==> config.mk <==
export PLATFORM = sky130hd
export DESIGN_NAME = roce_loss_injector_forwarder_top
export DESIGN_NICKNAME = d
export VERILOG_FILES = /design/src/design/rlif_pkg.sv /design/src/design/roce_loss_injector_forwarder_top.sv
export VERILOG_INCLUDE_DIRS = /design/src /design/src/design
export SDC_FILE = /design/constraint.sdc
export NUM_CORES = 2
export LEC_CHECK = 0
export BUFFER_PORTS_ARGS = -buffer_cell sky130_fd_sc_hd__buf_2
export CAP_MARGIN = 30
export CORE_MARGIN = 5
export CORE_UTILIZATION = 55
export CTS_CLUSTER_DIAMETER = 100
export DETAILED_ROUTE_END_ITERATION = 7
export PLACE_DENSITY = 0.75
export SYNTH_ARGS = -nofsm -noshare
export SYNTH_HDL_FRONTEND = slang
export SYNTH_SLANG_ARGS = --single-unit
==> constraint.sdc <==
create_clock -name clock -period 11.1 [get_ports clock]
set_input_delay 2.775 -clock clock [delete_from_list [all_inputs] [get_ports clock]]
set_output_delay 2.775 -clock clock [all_outputs]
set_load 0.05 [all_outputs]
==> src/design/roce_loss_injector_forwarder_top_assert.svh <==
// assertion macros for the roce loss injector forwarder
`ifndef ROCE_LOSS_INJECTOR_FORWARDER_TOP_ASSERT_SVH
`define ROCE_LOSS_INJECTOR_FORWARDER_TOP_ASSERT_SVH

// cond implies prop in the same cycle
`define RLIF_ASSERT_IMPLY(label, clk, rst, cond, prop, msg) \
   label: assert property (@(posedge clk) disable iff (rst) (cond) |-> (prop)) \
      else $error(msg);

// cond implies prop in the next cycle
`define RLIF_ASSERT_NEXT(label, clk, rst, cond, prop, msg) \
   label: assert property (@(posedge clk) disable iff (rst) (cond) |=> (prop)) \
      else $error(msg);

// cond implies prop a fixed number of cycles later
`define RLIF_ASSERT_DELAY(label, clk, rst, cond, n, prop, msg) \
   label: assert property (@(posedge clk) disable iff (rst) (cond) |-> ##n (prop)) \
      else $error(msg);

`endif

==> src/design/rlif_pkg.sv <==
//------------------------------------------------------------------------------
// rlif_pkg
// item types and constants for the roce loss injector forwarder
//------------------------------------------------------------------------------
`default_nettype none

package rlif_pkg;

   typedef struct packed {
      logic [1:0]  func;
      logic [15:0] frame_length;
      logic [15:0] ether_type;
      logic [7:0]  ip_protocol;
      logic [3:0]  ip_header_words;
      logic [15:0] udp_dest_port;
      logic [31:0] ip_dest_addr;
      logic [47:0] mac_addr;
      logic [31:0] random_word;
      logic [3:0]  index;
      logic        entry_valid;
   } req_type;

   typedef struct packed {
      logic [1:0]  verdict;
      logic [47:0] out_dest_mac;
      logic        mac_rewritten;
      logic [63:0] counter_value;
   } rsp_type;

   localparam logic [1:0] FUNC_PACKET = 2'd0;
   localparam logic [1:0] FUNC_WRITE  = 2'd1;
   localparam logic [1:0] FUNC_READ   = 2'd2;

   localparam logic [1:0] VERDICT_PASS       = 2'd0;
   localparam logic [1:0] VERDICT_DROP       = 2'd1;
   localparam logic [1:0] VERDICT_TRANSMIT   = 2'd2;
   localparam logic [1:0] VERDICT_NOT_PACKET = 2'd3;

   localparam logic [1:0] CNT_RX   = 2'd0;
   localparam logic [1:0] CNT_ROCE = 2'd1;
   localparam logic [1:0] CNT_DROP = 2'd2;
   localparam logic [1:0] CNT_TX   = 2'd3;
   localparam int         CNT_NUM  = 4;

   localparam logic [15:0] ROCE_PORT = 16'd4791;
   localparam logic [15:0] ETH_IPV4  = 16'h0800;
   localparam logic [7:0]  PROTO_UDP = 8'd17;
   localparam logic [3:0]  PLAIN_IHL = 4'd5;
   localparam logic [15:0] LEN_ETH   = 16'd14;
   localparam logic [15:0] LEN_IP    = 16'd34;
   localparam logic [15:0] LEN_UDP   = 16'd42;

   // x mod 1000000 via q = (x * ceil(2^50 / 1000000)) >> 50, exact for 32-bit x
   localparam logic [19:0] ROLL_MOD   = 20'd1000000;
   localparam logic [30:0] ROLL_RECIP = 31'd1125899907;
   localparam int          ROLL_SHIFT = 50;
   localparam int          QUOT_BITS  = 13;

   localparam int RATE_BITS = 20;

endpackage

`default_nettype wire

==> src/design/roce_loss_injector_forwarder_top.sv <==
//------------------------------------------------------------------------------
// roce_loss_injector_forwarder_top
// classifies parsed packet items, drops roce packets at a set rate, rewrites
// the destination mac from a peer table and keeps four packet counters
//------------------------------------------------------------------------------
// usage:
//   request: an item is taken at a clock edge with start high and busy low.
//     busy is high only while reset is held, so one item enters every cycle.
//   func 0 is a packet, func 1 writes a peer table slot, func 2 reads a counter.
//   response: every item gives one result on rsp_item, marked by rsp_strobe
//     for exactly one cycle, in item order, once it has passed the pipeline.
//   throughput: one item per cycle; the pipeline has four stages plus the
//     output register, split at the two multiplies of the mod 1000000 roll,
//     the peer table compare and the counter update.
//   table writes and counter reads act in item order, so an item sees the
//     effect of every item taken before it.
//   csr: csr_we with csr_wdata sets the drop rate in ppm; write it only while
//     no items are in flight.
//   reset: synchronous; clears the pipeline, the drop rate, all peer valid
//     marks and the four counters. the receiver cannot stall results.
//------------------------------------------------------------------------------
`default_nettype none

`include "roce_loss_injector_forwarder_top_assert.svh"

module roce_loss_injector_forwarder_top
   import rlif_pkg::*;
#(
   parameter int PEER_SLOTS = 16
) (
   input  wire logic                 clock,
   input  wire logic                 reset,
   input  wire logic                 start,
   output logic                      busy,
   input  wire req_type              req_item,
   output logic                      rsp_strobe,
   output rsp_type                   rsp_item,
   input  wire logic                 csr_we,
   input  wire logic [RATE_BITS-1:0] csr_wdata
);

   localparam int SLOT_BITS = (PEER_SLOTS > 1) ? $clog2(PEER_SLOTS) : 1;

   // configuration
   logic [RATE_BITS-1:0] drop_rate_ff;

   // stage 1
   logic        s1_valid_ff;
   req_type     s1_item_ff;
   logic [62:0] s1_prod;
   logic        s1_roce;

   // stage 2
   logic                 s2_valid_ff;
   req_type              s2_item_ff;
   logic                 s2_roce_ff;
   logic [QUOT_BITS-1:0] s2_quot_ff;
   logic [32:0]          s2_prod;

   // stage 3
   logic                 s3_valid_ff;
   req_type              s3_item_ff;
   logic                 s3_roce_ff;
   logic [31:0]          s3_qm_ff;
   logic [31:0]          s3_diff;
   logic [RATE_BITS-1:0] s3_rem;
   logic                 s3_drop;
   logic [PEER_SLOTS-1:0] s3_match;
   logic                 s3_hit;
   logic [SLOT_BITS-1:0] s3_sel;
   logic [8:0]           s3_index_ext;
   logic                 s3_write;

   // peer table
   logic [PEER_SLOTS-1:0] peer_valid_ff;
   logic [31:0]           peer_ip_ff [PEER_SLOTS];
   logic [47:0]           peer_mac_ff [PEER_SLOTS];

   // stage 4
   logic        s4_valid_ff;
   req_type     s4_item_ff;
   logic        s4_roce_ff;
   logic        s4_drop_ff;
   logic        s4_hit_ff;
   logic [47:0] s4_mac_ff;

   // counters and output
   logic [63:0] cnt_ff [CNT_NUM];
   logic [63:0] cnt_in [CNT_NUM];
   rsp_type     rsp_in;
   rsp_type     rsp_ff;
   logic        rsp_strobe_ff;

   assign busy = reset;

   // stage 1: classify, first multiply of the roll
   assign s1_prod = 63'(s1_item_ff.random_word) * 63'(ROLL_RECIP);
   assign s1_roce = (s1_item_ff.func == FUNC_PACKET) &&
                    (s1_item_ff.frame_length >= LEN_ETH) &&
                    (s1_item_ff.ether_type == ETH_IPV4) &&
                    (s1_item_ff.frame_length >= LEN_IP) &&
                    (s1_item_ff.ip_protocol == PROTO_UDP) &&
                    (s1_item_ff.ip_header_words == PLAIN_IHL) &&
                    (s1_item_ff.frame_length >= LEN_UDP) &&
                    (s1_item_ff.udp_dest_port == ROCE_PORT);

   // stage 2: quotient times modulus
   assign s2_prod = 33'(s2_quot_ff) * 33'(ROLL_MOD);

   // stage 3: remainder, drop roll, peer table compare and write
   assign s3_diff      = s3_item_ff.random_word - s3_qm_ff;
   assign s3_rem       = s3_diff[RATE_BITS-1:0];
   assign s3_drop      = s3_roce_ff && (drop_rate_ff != '0) && (s3_rem < drop_rate_ff);
   assign s3_index_ext = {5'd0, s3_item_ff.index};
   assign s3_write     = s3_valid_ff && (s3_item_ff.func == FUNC_WRITE) &&
                         (int'(s3_item_ff.index) < PEER_SLOTS);

   always_comb begin
      for (int s = 0; s < PEER_SLOTS; s++) begin
         s3_match[s] = peer_valid_ff[s] && (peer_ip_ff[s] == s3_item_ff.ip_dest_addr);
      end
   end

   always_comb begin
      s3_hit = 1'b0;
      s3_sel = '0;
      for (int s = PEER_SLOTS - 1; s >= 0; s--) begin
         if (s3_match[s]) begin
            s3_hit = 1'b1;
            s3_sel = SLOT_BITS'(s);
         end
      end
   end

   always_ff @(posedge clock) begin
      if (s3_write) begin
         peer_ip_ff[s3_index_ext[SLOT_BITS-1:0]]  <= s3_item_ff.ip_dest_addr;
         peer_mac_ff[s3_index_ext[SLOT_BITS-1:0]] <= s3_item_ff.mac_addr;
      end
      s4_mac_ff <= peer_mac_ff[s3_sel];
   end

   // stage 4: counters and result
   always_comb begin
      for (int c = 0; c < CNT_NUM; c++) begin
         cnt_in[c] = cnt_ff[c];
      end
      rsp_in = '0;
      rsp_in.verdict = VERDICT_NOT_PACKET;
      case (s4_item_ff.func)
         FUNC_PACKET: begin
            cnt_in[CNT_RX]      = cnt_ff[CNT_RX] + 64'd1;
            rsp_in.verdict      = VERDICT_PASS;
            rsp_in.out_dest_mac = s4_item_ff.mac_addr;
            if (s4_roce_ff) begin
               cnt_in[CNT_ROCE] = cnt_ff[CNT_ROCE] + 64'd1;
               if (s4_drop_ff) begin
                  cnt_in[CNT_DROP] = cnt_ff[CNT_DROP] + 64'd1;
                  rsp_in.verdict   = VERDICT_DROP;
               end else begin
                  cnt_in[CNT_TX] = cnt_ff[CNT_TX] + 64'd1;
                  rsp_in.verdict = VERDICT_TRANSMIT;
                  if (s4_hit_ff) begin
                     rsp_in.out_dest_mac  = s4_mac_ff;
                     rsp_in.mac_rewritten = 1'b1;
                  end
               end
            end
         end
         FUNC_READ: begin
            if (s4_item_ff.index < 4'(CNT_NUM)) begin
               rsp_in.counter_value = cnt_ff[s4_item_ff.index[1:0]];
            end
         end
         default: begin
            rsp_in.verdict = VERDICT_NOT_PACKET;
         end
      endcase
   end

   // control state
   always_ff @(posedge clock) begin
      if (reset) begin
         drop_rate_ff  <= '0;
         s1_valid_ff   <= 1'b0;
         s2_valid_ff   <= 1'b0;
         s3_valid_ff   <= 1'b0;
         s4_valid_ff   <= 1'b0;
         rsp_strobe_ff <= 1'b0;
         peer_valid_ff <= '0;
         for (int c = 0; c < CNT_NUM; c++) begin
            cnt_ff[c] <= '0;
         end
      end else begin
         if (csr_we) begin
            drop_rate_ff <= csr_wdata;
         end
         s1_valid_ff   <= start;
         s2_valid_ff   <= s1_valid_ff;
         s3_valid_ff   <= s2_valid_ff;
         s4_valid_ff   <= s3_valid_ff;
         rsp_strobe_ff <= s4_valid_ff;
         if (s3_write) begin
            peer_valid_ff[s3_index_ext[SLOT_BITS-1:0]] <= s3_item_ff.entry_valid;
         end
         if (s4_valid_ff) begin
            for (int c = 0; c < CNT_NUM; c++) begin
               cnt_ff[c] <= cnt_in[c];
            end
         end
      end
   end

   // payload
   always_ff @(posedge clock) begin
      s1_item_ff <= req_item;
      s2_item_ff <= s1_item_ff;
      s2_roce_ff <= s1_roce;
      s2_quot_ff <= s1_prod[62:ROLL_SHIFT];
      s3_item_ff <= s2_item_ff;
      s3_roce_ff <= s2_roce_ff;
      s3_qm_ff   <= s2_prod[31:0];
      s4_item_ff <= s3_item_ff;
      s4_roce_ff <= s3_roce_ff;
      s4_drop_ff <= s3_drop;
      s4_hit_ff  <= s3_hit;
      rsp_ff     <= rsp_in;
   end

   assign rsp_strobe = rsp_strobe_ff;
   assign rsp_item   = rsp_ff;

   `RLIF_ASSERT_DELAY(a_latency, clock, reset, start && !busy, 5, rsp_strobe,
      "item taken without a result five cycles later")
   `RLIF_ASSERT_IMPLY(a_rewrite_tx, clock, reset,
      rsp_strobe && (rsp_item.verdict != VERDICT_TRANSMIT), !rsp_item.mac_rewritten,
      "mac rewrite flagged on a result that is not transmitted")
   `RLIF_ASSERT_NEXT(a_drop_count, clock, reset,
      s4_valid_ff && (s4_item_ff.func == FUNC_PACKET) && s4_drop_ff,
      cnt_ff[CNT_DROP] == $past(cnt_ff[CNT_DROP]) + 64'd1,
      "dropped packet not counted")

endmodule

`default_nettype wire
# ---- After elaboration in Yosys (flattened, before gate mapping)
# Memories as Yosys holds them, arrays and structs flattened. A register that Yosys moved wholly into a read port is not among the register bits.
# Index checks and enable logic that the tools add are counted.
dict set report word_totals {
  reg_bits 571
  ram_bits 1536
  out_inout_bits 117
  n_memories 3
}
# name words width read_ports rd_clocked_by_memory_dff write_ports line
set memory_table {}
lappend memory_table {peer_mac_ff 16 48 1 1 1 roce_loss_injector_forwarder_top.sv:77} ;# logic [47:0] peer_mac_ff [PEER_SLOTS];
lappend memory_table {peer_ip_ff 16 32 16 0 1 roce_loss_injector_forwarder_top.sv:76} ;# logic [31:0] peer_ip_ff [PEER_SLOTS];
lappend memory_table {cnt_ff 4 64 5 1 4 roce_loss_injector_forwarder_top.sv:88} ;# logic [63:0] cnt_ff [CNT_NUM];
dict set report op_classes {
  addsub 5
  multipliers 2
  magnitude_cmp 7
  eq_ne 31
  n_mux 39
  bitwise 6
  reduce_logical 38
}
# operator n
set ops {}
lappend ops {{$eq A32 B32 Y1} 16}
lappend ops {{$mux W64} 6}
lappend ops {{$add A64 B1 Y64 const B} 4}
lappend ops {{$mux W256} 1}
lappend ops {{$mux W192} 1}
lappend ops {{$mux W49} 2}
lappend ops {{$mux W4} 16}
lappend ops {{$mul A32 B31 Y63 const B} 1}
lappend ops {{$mux W51} 1}
lappend ops {{$ge A16 B6 Y1 const B} 2}
lappend ops {{$logic_and A1 B1 Y1} 27}
lappend ops {{$lt A20 B20 Y1} 1}
lappend ops {{$reduce_bool A20 Y1} 1}
lappend ops {{$sub A20 B20 Y20} 1}
lappend ops {{$bwmux W16} 1}
lappend ops {{$eq A16 B12 Y1 const B} 1}
lappend ops {{$eq A16 B13 Y1 const B} 1}
lappend ops {{$ge A16 B4 Y1 const B} 1}
lappend ops {{$reduce_or A15 Y1} 1}
lappend ops {{$mul A13 B14 Y14 const B} 1}
lappend ops {{$mux W1} 9}
lappend ops {{$eq A8 B5 Y1 const B} 1}
lappend ops {{$reduce_and A4 Y1} 2}
lappend ops {{$ne A2 B2 Y1 const B} 3}
lappend ops {{17 further kinds} 27}

# ---- Logic depth before layout (Yosys ltp)
# An unclocked memory read counts as a cell.
dict set report depth {
  ltp_word 19
  ltp_mapped 27
  mapped_depth_nobuf 27
}

# ---- Least setup slack after synthesis
# Ideal clock, no wire load.
dict set report synth_path {
  path_type {register -> register}
  startpoint {reg s1_item_ff[23] (netlist name)}
  endpoint {reg s2_quot_ff[11]}
  arrival_ns 7.161
  required_time_ns 11.028
  setup_slack_ns 3.866
  stages_incl_launch_ff 26
  n_path_buf 0
  cell_sequence {dfxtp_1 -> inv_1 -> fa_1 -> fa_1 -> fa_1 -> fa_1 -> inv_1 -> fa_1 -> fa_1 -> fa_1 -> inv_1 -> fa_1 -> inv_1 -> ha_1 -> a21o_1 -> a21o_1 -> a21o_1 -> a21oi_1 -> o21ai_0 -> a2111oi_0 -> nor4b_1 -> o21ai_0 -> a31oi_1 -> a21o_1 -> a21oi_1 -> xnor2_1}
}
dict set report synth_between {
  elab_chain_len 1
}
# item line
set synth_rtl {}
lappend synth_rtl {{start, declared} roce_loss_injector_forwarder_top.sv:49} ;# req_type s1_item_ff;
lappend synth_rtl {{start signal, assigned} roce_loss_injector_forwarder_top.sv:216} ;# s1_item_ff <= req_item;
lappend synth_rtl {{$mul A32 B31 Y63} roce_loss_injector_forwarder_top.sv:97} ;# assign s1_prod = 63'(s1_item_ff.random_word) * 63'(ROLL_RECIP);
lappend synth_rtl {{net s1_prod[61]} roce_loss_injector_forwarder_top.sv:50} ;# logic [62:0] s1_prod;
lappend synth_rtl {{end signal, assigned} roce_loss_injector_forwarder_top.sv:219} ;# s2_quot_ff <= s1_prod[62:ROLL_SHIFT];
lappend synth_rtl {{end, declared} roce_loss_injector_forwarder_top.sv:57} ;# logic [QUOT_BITS-1:0] s2_quot_ff;
# The timed path passes the listed nets, and every way through them passes these cells.
# A chain may end at the register's enable or synchronous reset.

# ---- Worst setup path in the final report
dict set report layout_path {
  startpoint {reg s1_item_ff[13] (netlist name)}
  endpoint {reg s2_quot_ff[11]}
}
# Same word-level chain as after synthesis.

==> metrics list <==
- GRT Util Overall: 24.9%
- RSZ-0062 raised after global routing: no
- Dominant register cell in the synthesized netlist: edfxtp_1
- The final number of max-transition violations came to 0.
* Remaining DRCs: 0
- Overall die width: 439 µm
- After detailed routing, the met3 layer carries 19000 µm of wire.
- In this run, flip-flops and latches consume 32.1% of the power.
- The HPWL after detailed placement is 149000 µm.
- Source of the worst register-to-register timing path: s1_item_ff[13]
* Initial DRC count: 5676
* Final Hold Viols: 0
* Floorplan core area: 183000 µm²
- Counting the buffers created by CTS gives 217.
- The synthesized design contains 2218 register bits.
- Compared with the post-synthesis result, the final layout area differs by 11.8%.
- Synthesis produced a netlist with a net count of 8668.
- In this run, post-CTS hold repair placed 0 buffers.
- For this block, the via count after detailed routing is 61300.
- Max IR drop VDD: 0.000524 V
- Max-slew headroom: 26.0%
- Internal power comes to 18.4 mW.
- Post-route clock period utilization: 78.4%
- Origin of the worst setup path: s1_item_ff[13]
- Element type at the critical path start: flip-flop
* Worst Skew: 80.4 ps
- Number of max-cap violations: 0
* Standby leakage power: 45.2 nW
* Fraction of power spent switching nets: 36.0%
* Post-synthesis compound-gate area fraction: 3.57%
* Number of buffers inserted to repair setup after CTS: 0
* Sequential element share of the synthesized area: 59.0%
- Cell area after synthesis: 101000 µm²
* Clock power frac: 25.3%
* Mux contribution to synthesized area: 4.50%
- Top layer in use: met4
- The worst hold path terminates at s3_item_ff[5].
* Post-Synth XOR/XNOR Area: 6.79%
* Cell variety after synth: 70
- Summed over all layers, the routed wires come to 242000 µm.
* Highest fanout seen on the critical path: 11
- Number of H-tree levels: 4
- Number of ports placed on the die boundary: 320
- After Yosys synthesis, and, or, nand and nor cells account for 9.97% of the synthesized area.
- Of the post-synthesis cell area, the dominant cell type holds 45.5%.
- The worst hold path passes through 0 cells.
* Largest net degree at the start of global routing: 193
- In the final layout, the share of cells above drive strength 1 is 11.3%.
- Setup violations remaining at the end of the flow were counted as 0.
* Logic pwr share: 42.6%
* Starting utilization of the core area: 55.3%
* Mean number of vias per cell: 5.74
* Actual transition at the worst max-transition pin: 1110 ps
- In this run the register-to-register setup slack is 2400 ps.
- Metal1 wirelength: 95300 µm
- In this run, synthesis inferred 1536 flip-flops with an integrated enable.
* Startpoint of the lowest-slack hold path: s2_item_ff[5]
* Type of destination of the critical path: flip-flop
- Ranked by total cell area, the synthesized netlist is headed by edfxtp_1 45%, dfxtp_1 13%, fa_1 7.5%, ha_1 5.4%, xor2_1 4.8%.
* Number of nets in the layout: 9030
- The run finished with clean final reports.
- CTS clock-pin slew for the worst setup and hold paths: 60 ps
- Register Area: 59800 µm²
- Post-layout min period: 8700 ps
- In this run the critical register-to-register path is captured at s2_quot_ff[11].
* Remaining Overflow, GRT: 0
- DIE HEIGHT: 439 µm
* FFs w/ async S/R, synth: 0%
- Max Root-Sink Buffers: 3
- Timing would allow up to 0.115 GHz.
* Clock tree from TritonCTS: built
* Number of placement rows: 157
* Clock sink total: 2218
- Dividing total power by cell area gives a power density of 254 nW/µm².
- Mean area per synthesized cell: 13.3 µm²
* Weighted congestion reported at the end of routability-driven placement: 0.928
* Worst Hold Class: reg2reg
* Slowest cell on the critical path: dfxtp_1
- During placement, the flow inserted port buffers numbering 318.
- Post-Route Setup TNS: 0 ps
* Placed instance area: 106000 µm²
- For this run, the number of Yosys warnings is 0.
- R2R cell count: 28
- In this run the power spent charging and discharging nets is 10.4 mW.
* Critical path type: reg2reg
- Area occupied by multi-input gates: 38400 µm²
- Cell taking the most area after synthesis: edfxtp_1
* Clock insertion delay at the later pin of the skew report: 880 ps
* Post-Syn Instances: 7648
- Summed over all nets, wire length on met2 after detailed routing comes to 118000 µm.
- Clock tree synthesis selected as its root buffer the cell clkbuf_16.
- Once the clock tree was built, the resizer swapped 0 gates to a different size.
- After synthesis, the largest family of logic cells by area is adder cells.
* Number of nets still failing antenna checks after routing: 0
- First-pass detailed-route iteration total: 6
- STA puts the critical path data required time at 11810 ps.
- After layout, the design draws a total of 28.8 mW.
* Arrival time at the worst endpoint: 9410 ps
- The initial antenna violation count came to 12.
* Filler Cells Inserted: 13600
* First-pass GRT wire length: 367000 µm
- Dividing the detail-routed wire length by the instance count gives 22.7 µm.
* Number of global-route vias before repair: 62400
- Die area: 193000 µm²
* Post-route cell area: 113000 µm²
* Synth Area in Adders: 12.9%
- Max stage delay on crit path: 960 ps
## cell type report
| cell class | instances | share of cell area [%] |
|---|---|---|
| sequential | 2218 | 52.8 |
| multi-input combinational | 4589 | 33.9 |
| clock buffer | 309 | 5.51 |
| tap | 2464 | 2.72 |
| timing repair buffer | 424 | 2.31 |
| inverter | 560 | 1.85 |
| clock inverter | 106 | 0.887 |
| antenna | 7 | 0.0155 |
## cell families after synthesis
kind of cell               Yosys count
adders and majority gates          817
xor gates and xnor gates           786
and+or+nand+nor                   2038
AOI/OAI and AO/OA                  572
muxes                              376
DFF                               2218
buffers and inverters              841
## worst max-delay path: cells and delay by family, from the launching register on
family	cells	cell delay, ps
flip-flops	1	960
AO/OA/AOI/OAI	8	1510
XOR/XNOR	1	120
buffers and inverters	7	890
adder cells (fa/ha/maj)	9	4190
AND/OR/NAND/NOR	3	910
## state kept, by name, indices dropped and copies added (netlist names), 4 cells and up
signal	flops
peer_mac_ff	768
s3_item_ff	103
peer_valid_ff	16
s1_item_ff	178
s4_item_ff	54
drop_rate_ff	20
peer_ip_ff	512
rsp_item	115
s2_quot_ff	13
cnt_ff	256
s3_qm_ff	14
s4_mac_ff	48
s3_index_ext	4
s2_item_ff	107
## how the worst max path moves through the flow
| stage | end |
|---|---|
| after CTS | s2_quot_ff[11] |
| after floorplan | s2_quot_ff[11] |
| after global placement | s2_quot_ff[11] |
| after global routing | s2_quot_ff[11] |
| final | s2_quot_ff[11] |
| after detailed placement | s2_quot_ff[11] |
## through the flow
stage	cells	hold WS [ps]	worst slack (ps)	utilization (%)
2_1_floorplan	7648	310	3870	-
3_3_place_gp	10200	310	2240	57.7
3_5_place_dp	10300	312	2470	57.8
4_1_cts	10700	286	2460	61.8
5_1_grt	10700	311	2020	61.8
6_report	10700	274	2400	61.8
## cell usage in the layout, fill, tap and decap left out, drive strengths merged, types with 312 or more instances in the layout
cell / instances
buf: 422
dfxtp: 682
edfxtp: 1536
fa: 378
ha: 439
inv: 569
mux2i: 312
nand2: 592
nor2: 410
xor2: 553
## power groups by stage
| stage | Sequential [mW] | Clock, mW | Combinational, mW |
|---|---|---|---|
| 2_1_floorplan | 9.37 | 0 | 8.76 |
| 3_3_place_gp | 9.41 | 0 | 11.7 |
| 3_5_place_dp | 9.42 | 0 | 12.1 |
| 4_1_cts | 9.24 | 7.42 | 12.2 |
| 5_1_grt | 9.26 | 7.77 | 14.0 |
| 6_report | 9.24 | 7.29 | 12.3 |
## synth_stat cells, types with 6 or more instances
master,count
inv_1,560
nor2b_1,84
buf_1,7
a222oi_1,48
mux2i_1,312
nand4b_1,19
ha_1,439
or2_2,15
o21a_1,7
buf_6,6
nor4_1,172
xnor2_1,233
mux4_2,64
nand3_1,126
dfxtp_1,682
o21bai_1,7
buf_2,107
and2_1,29
buf_4,10
a21o_1,100
a31oi_1,6
or4_1,17
or3_1,50
a21oi_1,167
a22oi_1,6
o22ai_1,55
nor3_1,159
o21ai_0,137
nand2_1,592
edfxtp_1,1536
nor4b_1,20
clkbuf_1,151
fa_1,378
xor2_1,553
nor2_1,407
and4_1,17
and3_1,168
nand2b_1,13
nand4_1,127
## routing by layer
metal / vias to the layer above / GRT usage, %
li1: 27800 / -
met4: 0 / 9.92
met5: - / 0
met2: 2516 / 41.6
met3: 535 / 3.98
met1: 30400 / 32.9
Note: power is estimated with default switching activity, not from simulation.
